==> config.mk <==
export PLATFORM = sky130hd
export DESIGN_NAME = column_predicate_scan
export DESIGN_NICKNAME = d
export VERILOG_FILES = /design/src/rtl/cps_pkg.sv /design/src/rtl/cps_lane.sv /design/src/rtl/cps_merge.sv /design/src/rtl/column_predicate_scan.sv
export SDC_FILE = /design/constraint.sdc
export NUM_CORES = 1
export LEC_CHECK = 0
export BUFFER_PORTS_ARGS = -buffer_cell sky130_fd_sc_hd__buf_2
export CAP_MARGIN = 30
export CORE_MARGIN = 2
export CORE_UTILIZATION = 52
export DETAILED_ROUTE_END_ITERATION = 8
export PLACE_DENSITY = 0.89
export SLEW_MARGIN = 20
export SYNTH_ARGS = -nofsm -noshare
export SYNTH_HDL_FRONTEND = slang
export SYNTH_SLANG_ARGS = --single-unit
==> constraint.sdc <==
create_clock -name clk_i -period 5 [get_ports clk_i]
set_input_delay 0.5 -clock clk_i [delete_from_list [all_inputs] [get_ports clk_i]]
set_output_delay 0.5 -clock clk_i [all_outputs]
set_load 0.01 [all_outputs]
==> src/rtl/cps_pkg.sv <==
// Shared types, constants and helpers for the column predicate scan block.
// No dependencies; every other file of the block imports this package.
package cps_pkg;

  // Lane geometry of one word.
  localparam int unsigned LANES      = 8;
  localparam int unsigned CODE_BITS  = 8;
  localparam int unsigned WORD_BITS  = 64;
  localparam int unsigned MASK_BITS  = 8;
  localparam int unsigned LANE_LIMIT = (LANES < MASK_BITS) ? LANES : MASK_BITS;
  localparam int unsigned COUNT_BITS = 4;

  // Configuration port geometry: four registers at 8-byte spacing.
  localparam int unsigned CFG_DATA_BITS = 64;
  localparam int unsigned CFG_ADDR_BITS = 5;
  localparam int unsigned CFG_IDX_LSB   = 3;
  localparam int unsigned CFG_IDX_BITS  = 2;

  typedef logic [CODE_BITS-1:0]  code_t;
  typedef logic [WORD_BITS-1:0]  word_t;
  typedef logic [MASK_BITS-1:0]  mask_t;
  typedef logic [COUNT_BITS-1:0] count_t;

  typedef enum logic [2:0] {
    CMP_LT = 3'd0,
    CMP_GT = 3'd1,
    CMP_LE = 3'd2,
    CMP_GE = 3'd3,
    CMP_EQ = 3'd4,
    CMP_NE = 3'd5
  } cmp_op_e;

  typedef enum logic [1:0] {
    COMB_SET = 2'd0,
    COMB_AND = 2'd1,
    COMB_OR  = 2'd2
  } comb_op_e;

  typedef enum logic [CFG_IDX_BITS-1:0] {
    REG_COMPARE_OP     = 2'd0,
    REG_COMBINE_OP     = 2'd1,
    REG_COMPARE_SOURCE = 2'd2,
    REG_LITERAL_VALUE  = 2'd3
  } cfg_reg_e;

  // What the lanes hand to the merging stage for one word.
  typedef struct packed {
    mask_t  raw;
    mask_t  prior;
    count_t count;
    logic   last;
  } stage_t;

  // Extract the code of one lane; bits that lie above the word read as zero.
  function automatic code_t lane_code(word_t packed_codes, int unsigned lane);
    code_t       code;
    int unsigned idx;
    code = '0;
    for (int unsigned b = 0; b < CODE_BITS; b++) begin
      idx = lane * CODE_BITS + b;
      if (idx < WORD_BITS) begin
        code[b] = packed_codes[idx];
      end
    end
    return code;
  endfunction

endpackage

==> src/rtl/cps_lane.sv <==
// One comparison lane: unsigned compare of a code against its operand.
// Depends on cps_pkg for the code type and the compare operation codes.
module cps_lane (
  input  cps_pkg::code_t   code_a_i,
  input  cps_pkg::code_t   code_b_i,
  input  logic [2:0]       op_i,
  output logic             match_o
);
  import cps_pkg::*;

  // Codes outside the defined operations never match.
  always_comb begin
    case (op_i)
      CMP_LT:  match_o = code_a_i <  code_b_i;
      CMP_GT:  match_o = code_a_i >  code_b_i;
      CMP_LE:  match_o = code_a_i <= code_b_i;
      CMP_GE:  match_o = code_a_i >= code_b_i;
      CMP_EQ:  match_o = code_a_i == code_b_i;
      CMP_NE:  match_o = code_a_i != code_b_i;
      default: match_o = 1'b0;
    endcase
  end

endmodule

==> src/rtl/cps_merge.sv <==
// Merging stage: combines the lane match bits with the prior bit-vector and
// clears lanes past the lane count. Depends on cps_pkg.
module cps_merge (
  input  cps_pkg::stage_t  stage_i,
  input  logic [1:0]       combine_op_i,
  output cps_pkg::mask_t   match_mask_o
);
  import cps_pkg::*;

  count_t count_sat;
  mask_t  valid_lanes;
  mask_t  combined;

  // Saturate the lane count at the number of lanes that exist.
  assign count_sat = (stage_i.count > COUNT_BITS'(LANE_LIMIT)) ?
                     COUNT_BITS'(LANE_LIMIT) : stage_i.count;

  // One valid bit per lane below the count.
  always_comb begin
    valid_lanes = '0;
    for (int unsigned i = 0; i < LANE_LIMIT; i++) begin
      valid_lanes[i] = COUNT_BITS'(i) < count_sat;
    end
  end

  // The spare combine code behaves as set.
  always_comb begin
    case (combine_op_i)
      COMB_AND: combined = stage_i.raw & stage_i.prior;
      COMB_OR:  combined = stage_i.raw | stage_i.prior;
      default:  combined = stage_i.raw;
    endcase
  end

  assign match_mask_o = combined & valid_lanes;

endmodule

==> src/rtl/column_predicate_scan.sv <==
// Column predicate scan top level: configuration registers, compare lanes,
// lane stage register, merging stage and output register.
// Depends on cps_pkg, cps_lane and cps_merge.
//
// Usage: each input word carries LANES packed codes of one column, the codes
// of a second column, the prior bit-vector bits, a lane count and a last flag.
// It is accepted when valid_i is high and stall_o is low. Every lane compares
// its code, unsigned, with the literal register or the other column's code;
// the merging stage sets, ANDs or ORs the result with the prior bits and
// clears lanes at or beyond the lane count. One result word per input word
// appears on match_mask_o and last_out_o, taken when valid_o is high and
// stall_i is low.
// Pipeline: the lane compares are captured into the lane stage at the edge
// that accepts the word, and the merge into the output register when the
// lane stage advances, which raises valid_o; the result is taken while
// stall_i is low. Throughput is one word per cycle while the receiver does
// not stall; all lanes work in the same cycle.
// When the receiver stalls, the result holds; if the lane stage is empty, one
// more word is still taken into it before stall_o rises. Reset clears the
// valid flags of both stages and all configuration registers to zero. The user
// must write configuration over the APB port with the pipeline empty; not enforced.
module column_predicate_scan (
  input  logic                                clk_i,
  input  logic                                rst_ni,
  // Input word channel
  input  logic                                valid_i,
  output logic                                stall_o,
  input  cps_pkg::word_t                      column_codes_i,
  input  cps_pkg::word_t                      other_codes_i,
  input  cps_pkg::mask_t                      prior_mask_i,
  input  cps_pkg::count_t                     lane_count_i,
  input  logic                                last_in_i,
  // Result word channel
  output logic                                valid_o,
  input  logic                                stall_i,
  output cps_pkg::mask_t                      match_mask_o,
  output logic                                last_out_o,
  // Configuration port
  input  logic                                psel,
  input  logic                                penable,
  input  logic                                pwrite,
  input  logic [cps_pkg::CFG_ADDR_BITS-1:0]   paddr,
  input  logic [cps_pkg::CFG_DATA_BITS-1:0]   pwdata,
  output logic [cps_pkg::CFG_DATA_BITS-1:0]   prdata,
  output logic                                pready
);
  import cps_pkg::*;

  logic [2:0]             compare_op_q;
  logic [1:0]             combine_op_q;
  logic                   compare_source_q;
  word_t                  literal_value_q;
  logic                   cfg_write;
  logic [CFG_IDX_BITS-1:0] cfg_idx;

  logic                   in_accept;
  logic                   s1_valid_q;
  stage_t                 s1_q;
  stage_t                 s1_d;
  logic                   s1_advance;
  logic                   out_valid_q;
  mask_t                  out_mask_q;
  logic                   out_last_q;
  mask_t                  merged_mask;
  mask_t                  raw_match;
  code_t                  literal_code;

  // Configuration registers.
  assign pready    = 1'b1;
  assign cfg_write = psel && penable && pwrite && pready;
  assign cfg_idx   = paddr[CFG_IDX_LSB +: CFG_IDX_BITS];

  always_ff @(posedge clk_i or negedge rst_ni) begin
    if (!rst_ni) begin
      compare_op_q     <= '0;
      combine_op_q     <= '0;
      compare_source_q <= 1'b0;
      literal_value_q  <= '0;
    end else if (cfg_write) begin
      case (cfg_idx)
        REG_COMPARE_OP:     compare_op_q     <= pwdata[2:0];
        REG_COMBINE_OP:     combine_op_q     <= pwdata[1:0];
        REG_COMPARE_SOURCE: compare_source_q <= pwdata[0];
        REG_LITERAL_VALUE:  literal_value_q  <= pwdata;
        default: ;
      endcase
    end
  end

  // Register read-back.
  always_comb begin
    case (cfg_idx)
      REG_COMPARE_OP:     prdata = {{(CFG_DATA_BITS-3){1'b0}}, compare_op_q};
      REG_COMBINE_OP:     prdata = {{(CFG_DATA_BITS-2){1'b0}}, combine_op_q};
      REG_COMPARE_SOURCE: prdata = {{(CFG_DATA_BITS-1){1'b0}}, compare_source_q};
      REG_LITERAL_VALUE:  prdata = literal_value_q;
      default:            prdata = '0;
    endcase
  end

  // Compare lanes, one per code that fits in the result mask.
  assign literal_code = literal_value_q[CODE_BITS-1:0];

  for (genvar g = 0; g < MASK_BITS; g++) begin : g_lane
    if (g < LANE_LIMIT) begin : g_used
      code_t code_b;
      assign code_b = compare_source_q ? lane_code(other_codes_i, g) : literal_code;
      cps_lane u_lane (
        .code_a_i (lane_code(column_codes_i, g)),
        .code_b_i (code_b),
        .op_i     (compare_op_q),
        .match_o  (raw_match[g])
      );
    end else begin : g_unused
      assign raw_match[g] = 1'b0;
    end
  end

  // Pipeline control: each stage moves when the next one is free or moving.
  assign s1_advance = s1_valid_q && (!out_valid_q || !stall_i);
  assign stall_o    = s1_valid_q && !s1_advance;
  assign in_accept  = valid_i && !stall_o;

  assign s1_d = '{raw: raw_match, prior: prior_mask_i, count: lane_count_i,
                  last: last_in_i};

  // Lane stage register.
  always_ff @(posedge clk_i or negedge rst_ni) begin
    if (!rst_ni) begin
      s1_valid_q <= 1'b0;
    end else if (in_accept) begin
      s1_valid_q <= 1'b1;
    end else if (s1_advance) begin
      s1_valid_q <= 1'b0;
    end
  end

  always_ff @(posedge clk_i) begin
    if (in_accept) begin
      s1_q <= s1_d;
    end
  end

  cps_merge u_merge (
    .stage_i      (s1_q),
    .combine_op_i (combine_op_q),
    .match_mask_o (merged_mask)
  );

  // Output register.
  always_ff @(posedge clk_i or negedge rst_ni) begin
    if (!rst_ni) begin
      out_valid_q <= 1'b0;
    end else if (s1_advance) begin
      out_valid_q <= 1'b1;
    end else if (!stall_i) begin
      out_valid_q <= 1'b0;
    end
  end

  always_ff @(posedge clk_i) begin
    if (s1_advance) begin
      out_mask_q <= merged_mask;
      out_last_q <= s1_q.last;
    end
  end

  assign valid_o      = out_valid_q;
  assign match_mask_o = out_mask_q;
  assign last_out_o   = out_last_q;

  // The input is never stalled while the lane stage is empty.
  a_no_stall_when_empty: assert property (@(posedge clk_i) disable iff (!rst_ni)
    !s1_valid_q |-> !stall_o)
    else $error("input stalled with empty lane stage");

  // An accepted word always lands in the lane stage.
  a_accept_fills_stage: assert property (@(posedge clk_i) disable iff (!rst_ni)
    in_accept |=> s1_valid_q)
    else $error("accepted word lost before lane stage");

  // A held lane stage word keeps its contents while the output is stalled.
  a_stage_holds: assert property (@(posedge clk_i) disable iff (!rst_ni)
    (s1_valid_q && out_valid_q && stall_i) |=> (s1_valid_q && $stable(s1_q)))
    else $error("lane stage changed under stall");

  // A word leaving the lane stage always appears at the output.
  a_advance_fills_out: assert property (@(posedge clk_i) disable iff (!rst_ni)
    s1_advance |=> valid_o)
    else $error("merged word lost before output register");

endmodule

==> run summary, run 1 <==
status: finished clean
# hold bufs at CTS: 0
Placer Congestion: 0.911
fin area: 8380 um^2
area added between synthesis and finish: 27.8%
clock sink count: 102
Total Routing Usage GR: 26.5%
TritonCTS buffer count: 9
most common cell in the netlist: a21oi_1
worst min-delay path class: in2async
post-synth top area share: 27.5%
HPWL Detailed: 13.8 mm
TritonRoute pass-1 iters: 5
initial antenna violation count: 1
drt via density: 5.55
vias: 6019
remaining antenna violation count: 0
final cell count without fillers: 1085
Most used DFF post-synth: dfrtp_1
CTS HTree Levels: 3
Clock Latency Late Sink: 0.34 ns
Seq/Total Area, Yosys: 41.2%
f_max: 329 MHz
Die Wd: 116 um
Period minus WS final: 3.04 ns
relative slew slack: 41.5%
Syn. warnings: 0
WS Path Type: reg2reg
CTS tree: yes
DP Worst Slack: 1.99 ns
worst setup margin: 1.96 ns
nets: 1191
Initial Util: 52.6%
remaining global-route overflow: 0
Post-Route WL: 18.3 mm
Slew Limit Fails: 0
first-pass GRT wire length: 27.8 mm
leakage: 4.32 nW
WL/cell: 16.9 um
DP Area: 8060 um^2
Clock Skew: 0.0124 ns
vias in the first global route: 5915
Worst R2R Path Depth: 8
Rows: 41
Yosys reg bits: 102
Final Hold Viols: 0
Worst VDD drop: 0.269 mV
CP max FO: 41
Worst-Margin Slew: 0.875 ns
startpoint types: register
CTS Buffer Depth: 2
Placed Cells: 1067
synth cell count leaders: a21oi_1, dfrtp_1, ha_1
CTS Root Buffer Type: clkbuf_16
RR Endpoint: s1_q[18]
cts repair resizes: 0
core area: 12500 um^2
Final Cycle Share: 60.8%
FILL cells: 1008
WP data required: 5.07 ns
Critical path origin: compare_source_q
initial detailed-routing violation count: 342
die area: 13500 um^2
unrepaired setup endpoints after global routing: false
CTS clk-pin slew, worst paths: 0.07 ns
Post-CTS Setup Inserts: 0
EDFF count, synth: 30
FF-to-FF Start: compare_source_q
leading area contributor after synthesis: dfrtp_1
Netlist Area Pre-Place: 6560 um^2
max cap viols: 0
quantity of I/O buffers inserted on ports: 288
CP arrival: 3.11 ns
syn nets: 928
die height: 116 um
Worst R2R Setup Slack: 1.96 ns
Finish-stage setup viols: 0
proportion of layout cells with a drive suffix above 1: 40.9%
Synth Instances: 645
ys async rst share: 70.6%
# DRC: 0
I/O pins: 293
critical path capture point type: register
largest net degree at the start of global routing: 73
Worst setup endpoint: s1_q[18]
PD cells: 344 nW/um^2
Final TNS setup: 0 ns
syn_area_per_cell: 10.2 um^2
post-route core utilization: 67.2%
library cells used by synthesis: 40
top cells by area, synth: dfrtp_1, edfxtp_1, ha_1
final cells by class:
class	count	area (um^2)	share of cell area (%)
repair buffers	295	1540	18.4
inverters	13	48.8	0.582
diodes	1	2.50	0.0299
clock buffers	9	225	2.69
well taps	172	215	2.57
multi-input cells	487	3590	42.8
flip-flops and latches	102	2700	32.3
clock inverters	6	53.8	0.642
cell families after synthesis:
logic type	after synthesis	synth area share, %
muxes	69	12.0
adders and majority gates	66	12.6
buffers and inverters	56	4.06
AOI/OAI and AO/OA	161	13.1
other	1	0.0572
and+or+nand+nor	190	16.9
DFF	102	41.2
worst min-delay path by stage:
| stage | endpoint | slack (ns) |
|---|---|---|
| floorplan | combine_op_q[0] | 0.20 |
| global placement | last_out_o | 0.41 |
| detailed placement | last_out_o | 0.41 |
| CTS | literal_value_q[45] | 0.30 |
| global route | literal_value_q[48] | 0.07 |
| finish | literal_value_q[63] | 0.07 |
per-layer routing:
metal / global-route usage [%] / vias to the layer above / part of all wire (%)
li1: - / 2891 / -
met3: 8.67 / 49 / 8.3
met2: 45.5 / 266 / 49
met5: 0 / - / 0
met4: 8.97 / 0 / 2.6
met1: 31.3 / 2813 / 40
power by group:
group          internal (mW)  switching, mW  total, mW  leakage [nW]
Sequential              1.05          0.118       1.16          1.17
Combinational          0.492          0.564       1.06          3.01
Clock                  0.345          0.320      0.665         0.136
Total                   1.88           1.00       2.89          4.32
per-stage QoR:
stage,power [mW],hold WS (ns)
floorplan,1.86,0.204
global placement,2.17,0.407
detailed placement,2.22,0.410
CTS,2.89,0.301
global route,3.09,0.0710
finish,2.89,0.0665
placed cells by master, fill, tap and decap left out, types with 9 or more instances in the layout:
master,instances
o21ai_0,27
nand2_1,39
mux2_2,49
nor2b_1,29
a21oi_1,113
ha_1,66
dfrtp_1,71
mux2_1,19
buf_2,287
nand4_1,16
or2_2,9
edfxtp_1,30
clkbuf_16,9
inv_1,13
and3_1,61
critical path: stages (launching register included):
cell and delay, ns:
dfrtp_2 0.68, nor2b_1 0.80, a21oi_1 0.10, ha_1 0.34, nand4_1 0.16, or2_2 0.35
nor2b_1 0.13, o21ai_0 0.08, nand3b_1 0.12
state kept, by name, summed over array words and instances, names as in the netlist:
signal	cells
compare_source_q	1
s1_valid_q	1
s1_q	21
last_out_o	1
valid_o	1
compare_op_q	3
literal_value_q	64
combine_op_q	2
match_mask_o	8
(Power assumes the default switching activity.)
==> run 2: changes to the inputs <==
- CORE_UTILIZATION: 52 -> 48
- PLACE_DENSITY: 0.89 -> 0.83
- clock period: 5 -> 3.1 ns (I/O delays scaled with it)
==> run summary, run 2 (same netlist as run 1, synthesis figures left out) <==
status: finished clean
Ant. Diodes: 0
Reg with most FFs: literal_value_q
initial antenna violation count: 1
TritonCTS buffer count: 9
max FFs per register: 64
Worst path most repeated cell: nor2b_1
leading cell type in the layout, fill and taps excluded: buf_2
unrepaired setup endpoints after global routing: false
met3 usage: 7.85%
Die Wd: 121 um
GRT Max-Usage Layer: met2
# hold bufs at CTS: 0
Worst VDD drop: 0.429 mV
core area: 13300 um^2
Final TNS setup: 0 ns
most frequent cells in the layout: buf_2, a21oi_1, dfrtp_1, ha_1, and3_1
vias in the first global route: 6215
startpoint types: register
cts repair resizes: 0
nets: 1198
remaining global-route overflow: 0
final cell count without fillers: 1096
# DRC: 0
CTS Root Buffer Type: clkbuf_16
FILL cells: 1076
Final Cycle Share: 78.7%
proportion of layout cells with a drive suffix above 1: 41.4%
CTS HTree Levels: 3
Clock Latency Late Sink: 0.35 ns
die height: 121 um
area added between synthesis and finish: 29.3%
Placer Congestion: 0.925
quantity of I/O buffers inserted on ports: 288
I/O pins: 293
CP max FO: 65
Post-CTS Setup Inserts: 0
largest net degree at the start of global routing: 69
relative slew slack: 44.9%
Initial Util: 49.3%
Slew Limit Fails: 0
met2 usage: 45.8%
TritonRoute pass-1 iters: 4
CTS Buffer Depth: 2
first-pass GRT wire length: 29.8 mm
CTS clk-pin slew, worst paths: 0.07 ns
GR Util met1: 29.9%
vias: 6047
DP Area: 8140 um^2
Finish-stage setup viols: 0
remaining antenna violation count: 0
drt via density: 5.52
total power: 4.83 mW
Post-Route WL: 18.7 mm
worst min-delay path class: in2async
Placed Cells: 1079
clock sink count: 102
Worst R2R Path Depth: 10
PD cells: 570 nW/um^2
crit path max-delay cell type: dfrtp_2
CP top delay family: simple AND/OR/NAND/NOR gates
RR Endpoint: s1_q[14]
fin area: 8480 um^2
Total Routing Usage GR: 26.0%
CTS tree: yes
f_max: 410 MHz
die area: 14600 um^2
HPWL Detailed: 14.5 mm
WP data required: 3.19 ns
WP buf/inv: 2
post-route core utilization: 63.7%
DP Worst Slack: 0.674 ns
crit path cell chain: buf_12, nor2b_1, buf_4, a21oi_1, ha_1, nand4_1, or2_2, nor2b_1, o21ai_0, nand3b_1
WS Path Type: reg2reg
WL/cell: 17.1 um
Worst-Margin Slew: 0.827 ns
Period minus WS final: 2.44 ns
Rows: 42
Final Hold Viols: 0
CP arrival: 2.52 ns
CP peak stage delay: 0.49 ns
max cap viols: 0
WHS: 0.0435 ns
worst setup margin: 0.661 ns
Clock Skew: 0.0113 ns
initial detailed-routing violation count: 294
FF-to-FF Start: compare_source_q
leakage: 4.37 nW
critical path capture point type: register
Worst R2R Setup Slack: 0.66 ns
[run 2: power by group]
group	leakage, nW	total (mW)	switching (mW)	internal (mW)
sequential	1.17	1.86	0.170	1.69
combinational	3.04	1.76	0.931	0.824
clock	0.161	1.22	0.530	0.687
[run 2: layer usage]
layer | up-vias | wire, um
met5 | - | 13
met4 | 2 | 478
met3 | 37 | 1520
met2 | 228 | 9430
met1 | 2874 | 7280
li1 | 2906 | -
[run 2: worst max-delay path by stage]
stage / slack, ns / end / depth (start not counted) / start
floorplan: 0.81 / s1_q[13] / 10 / compare_source_q
global placement: 0.71 / s1_q[15] / 10 / compare_source_q
detailed placement: 0.67 / s1_q[15] / 10 / compare_source_q
CTS: 0.65 / s1_q[15] / 10 / compare_source_q
global route: 0.50 / s1_q[20] / 9 / compare_source_q
finish: 0.66 / s1_q[14] / 10 / compare_source_q
[run 2: final cells by class]
cell class | count | area [um^2] | share of cell area [%]
clock buffer | 10 | 250 | 2.95
clock inverter | 6 | 72.6 | 0.856
inverter | 13 | 48.8 | 0.576
multi-input combinational | 487 | 3590 | 42.3
sequential | 102 | 2700 | 31.9
tap | 176 | 220 | 2.60
timing repair buffer | 302 | 1590 | 18.8
==> run 3: changes to the inputs <==
- CORE_UTILIZATION: 48 -> 44
- PLACE_DENSITY: 0.83 -> 0.8
- clock period: 3.1 -> 2.2 ns (I/O delays scaled with it)
==> run summary, run 3 (same netlist as run 1, synthesis figures left out) <==
status: complete, but fails checks
failing checks: setup timing
Ant. Diodes: 0
Clock Latency Late Sink: 0.34 ns
Placer Congestion: 0.872
nets: 1229
vias: 6147
first-pass GRT wire length: 30.9 mm
worst setup margin: -0.0359 ns
Post-Route WL: 19.5 mm
Worst VDD drop: 0.582 mV
FF-to-FF Start: compare_source_q
Worst R2R Path Depth: 10
initial detailed-routing violation count: 373
CP arrival: 2.32 ns
CP peak stage delay: 0.47 ns
crit path cell chain: buf_6, nor2b_4, buf_8, a21oi_2, ha_1, nor2b_1, o211ai_1, a21oi_2, nor4_1, nand3b_1
Final Cycle Share: 102%
CTS clk-pin slew, worst paths: 0.07 ns
Finish-stage setup viols: 3
drt via density: 5.42
critical path capture point type: register
WP buf/inv: 2
die height: 126 um
clock group share of total power: 22.1%
Total Routing Usage GR: 24.1%
CTS HTree Levels: 3
Switching Power: 2.46 mW
core area: 14500 um^2
remaining antenna violation count: 0
remaining global-route overflow: 0
Worst path most repeated cell: a21oi_2
most frequent cells in the layout: buf_2, a21oi_1, dfrtp_1, ha_1, and3_1
unrepaired setup endpoints after global routing: true
Slew Limit Fails: 0
die area: 15900 um^2
Final Hold Viols: 0
Clock Skew: 0.00776 ns
vias in the first global route: 6289
proportion of layout cells with a drive suffix above 1: 46.7%
f_max: 447 MHz
quantity of I/O buffers inserted on ports: 288
startpoint types: register
CTS Root Buffer Type: clkbuf_16
leakage: 4.59 nW
Worst setup endpoint: s1_q[17]
max cap viols: 0
area added between synthesis and finish: 36.1%
# DRC: 0
TritonCTS buffer count: 9
Combinational Power Share: 41.0%
Initial Util: 45.1%
PD cells: 794 nW/um^2
sw frac: 34.7%
Period minus WS final: 2.24 ns
Critical path origin: compare_source_q
CP top delay family: simple AND/OR/NAND/NOR gates
max FFs per register: 64
cell-internal power: 4.62 mW
Reg with most FFs: literal_value_q
Rows: 44
Worst-Margin Slew: 0.547 ns
clock sink count: 102
HPWL Detailed: 14.8 mm
crit path max-delay cell type: dfrtp_2
FILL cells: 1227
CP max FO: 8
leading cell type in the layout, fill and taps excluded: buf_2
TritonRoute pass-1 iters: 4
largest net degree at the start of global routing: 57
worst min-delay path class: in2reg
total power: 7.08 mW
Die Wd: 126 um
CTS Buffer Depth: 2
power share of the sequential group: 36.9%
instance count on the critical path: 10
WL/cell: 17.2 um
WP data required: 2.29 ns
Final TNS setup: -0.0608 ns
Worst R2R Setup Slack: -0.04 ns
initial antenna violation count: 0
relative slew slack: 63.5%
RR Endpoint: s1_q[17]
WS Path Type: reg2reg
I/O pins: 293
CTS tree: yes
run 3: layer usage:
metal	up-vias	routed length [um]	track usage, %
met5	-	0	0
met3	37	1840	8.24
met4	0	481	7.63
met1	2881	7780	29.4
met2	251	9410	40.4
li1	2978	-	-
run 3: repair_timing:
item,in CTS,in global routing
hold buffers,1,0
endpoints found under the setup margin,8,8
pin swaps,14,37
gates resized for setup,21,46
buffers inserted,3,3
endpoints found under the hold margin,28,0
run 3: worst min-delay path by stage:
| stage | startpoint | end | slack, ns | depth (start not counted) |
|---|---|---|---|---|
| after floorplan | rst_ni | combine_op_q[0] | -0.08 | 0 |
| after global placement | rst_ni | literal_value_q[47] | 0.18 | 1 |
| after detailed placement | rst_ni | literal_value_q[47] | 0.18 | 1 |
| after CTS | prior_mask_i[7] | s1_q[12] | 0.03 | 1 |
| after global routing | prior_mask_i[7] | s1_q[12] | 0.03 | 1 |
| final | prior_mask_i[7] | s1_q[12] | 0.05 | 1 |
run 3: cell type report:
| cell class | count | area, um^2 | share of cell area, % |
|---|---|---|---|
| Multi-Input combinational cell | 487 | 3760 | 42.2 |
| Sequential cell | 102 | 2700 | 30.3 |
| Timing Repair Buffer | 333 | 1880 | 21.1 |
| Tap cell | 184 | 230 | 2.58 |
| Clock buffer | 10 | 229 | 2.57 |
| Clock inverter | 6 | 62.6 | 0.701 |
| Inverter | 13 | 48.8 | 0.547 |
run 3: power groups by stage:
stage | clock network, mW | logic, mW | registers (mW)
2_1_floorplan | 0 | 1.68 | 2.55
3_3_place_gp | 0 | 2.55 | 2.63
3_5_place_dp | 0 | 2.63 | 2.65
4_1_cts | 1.61 | 2.72 | 2.61
5_1_grt | 1.69 | 3.25 | 2.67
6_report | 1.56 | 2.91 | 2.61
run 3: stage by stage:
step	area (um^2)	instances	hold WS (ns)	setup WS [ns]	util, %
CTS	8740	1132	0.0329	-0.00920	60.2
global placement	8350	1112	0.177	-0.0276	57.5
floorplan	6560	645	-0.0756	0.0247	-
finish	8920	1135	0.0460	-0.0359	61.4
global route	8920	1135	0.0307	-0.144	61.4
detailed placement	8350	1112	0.175	-0.0532	57.5
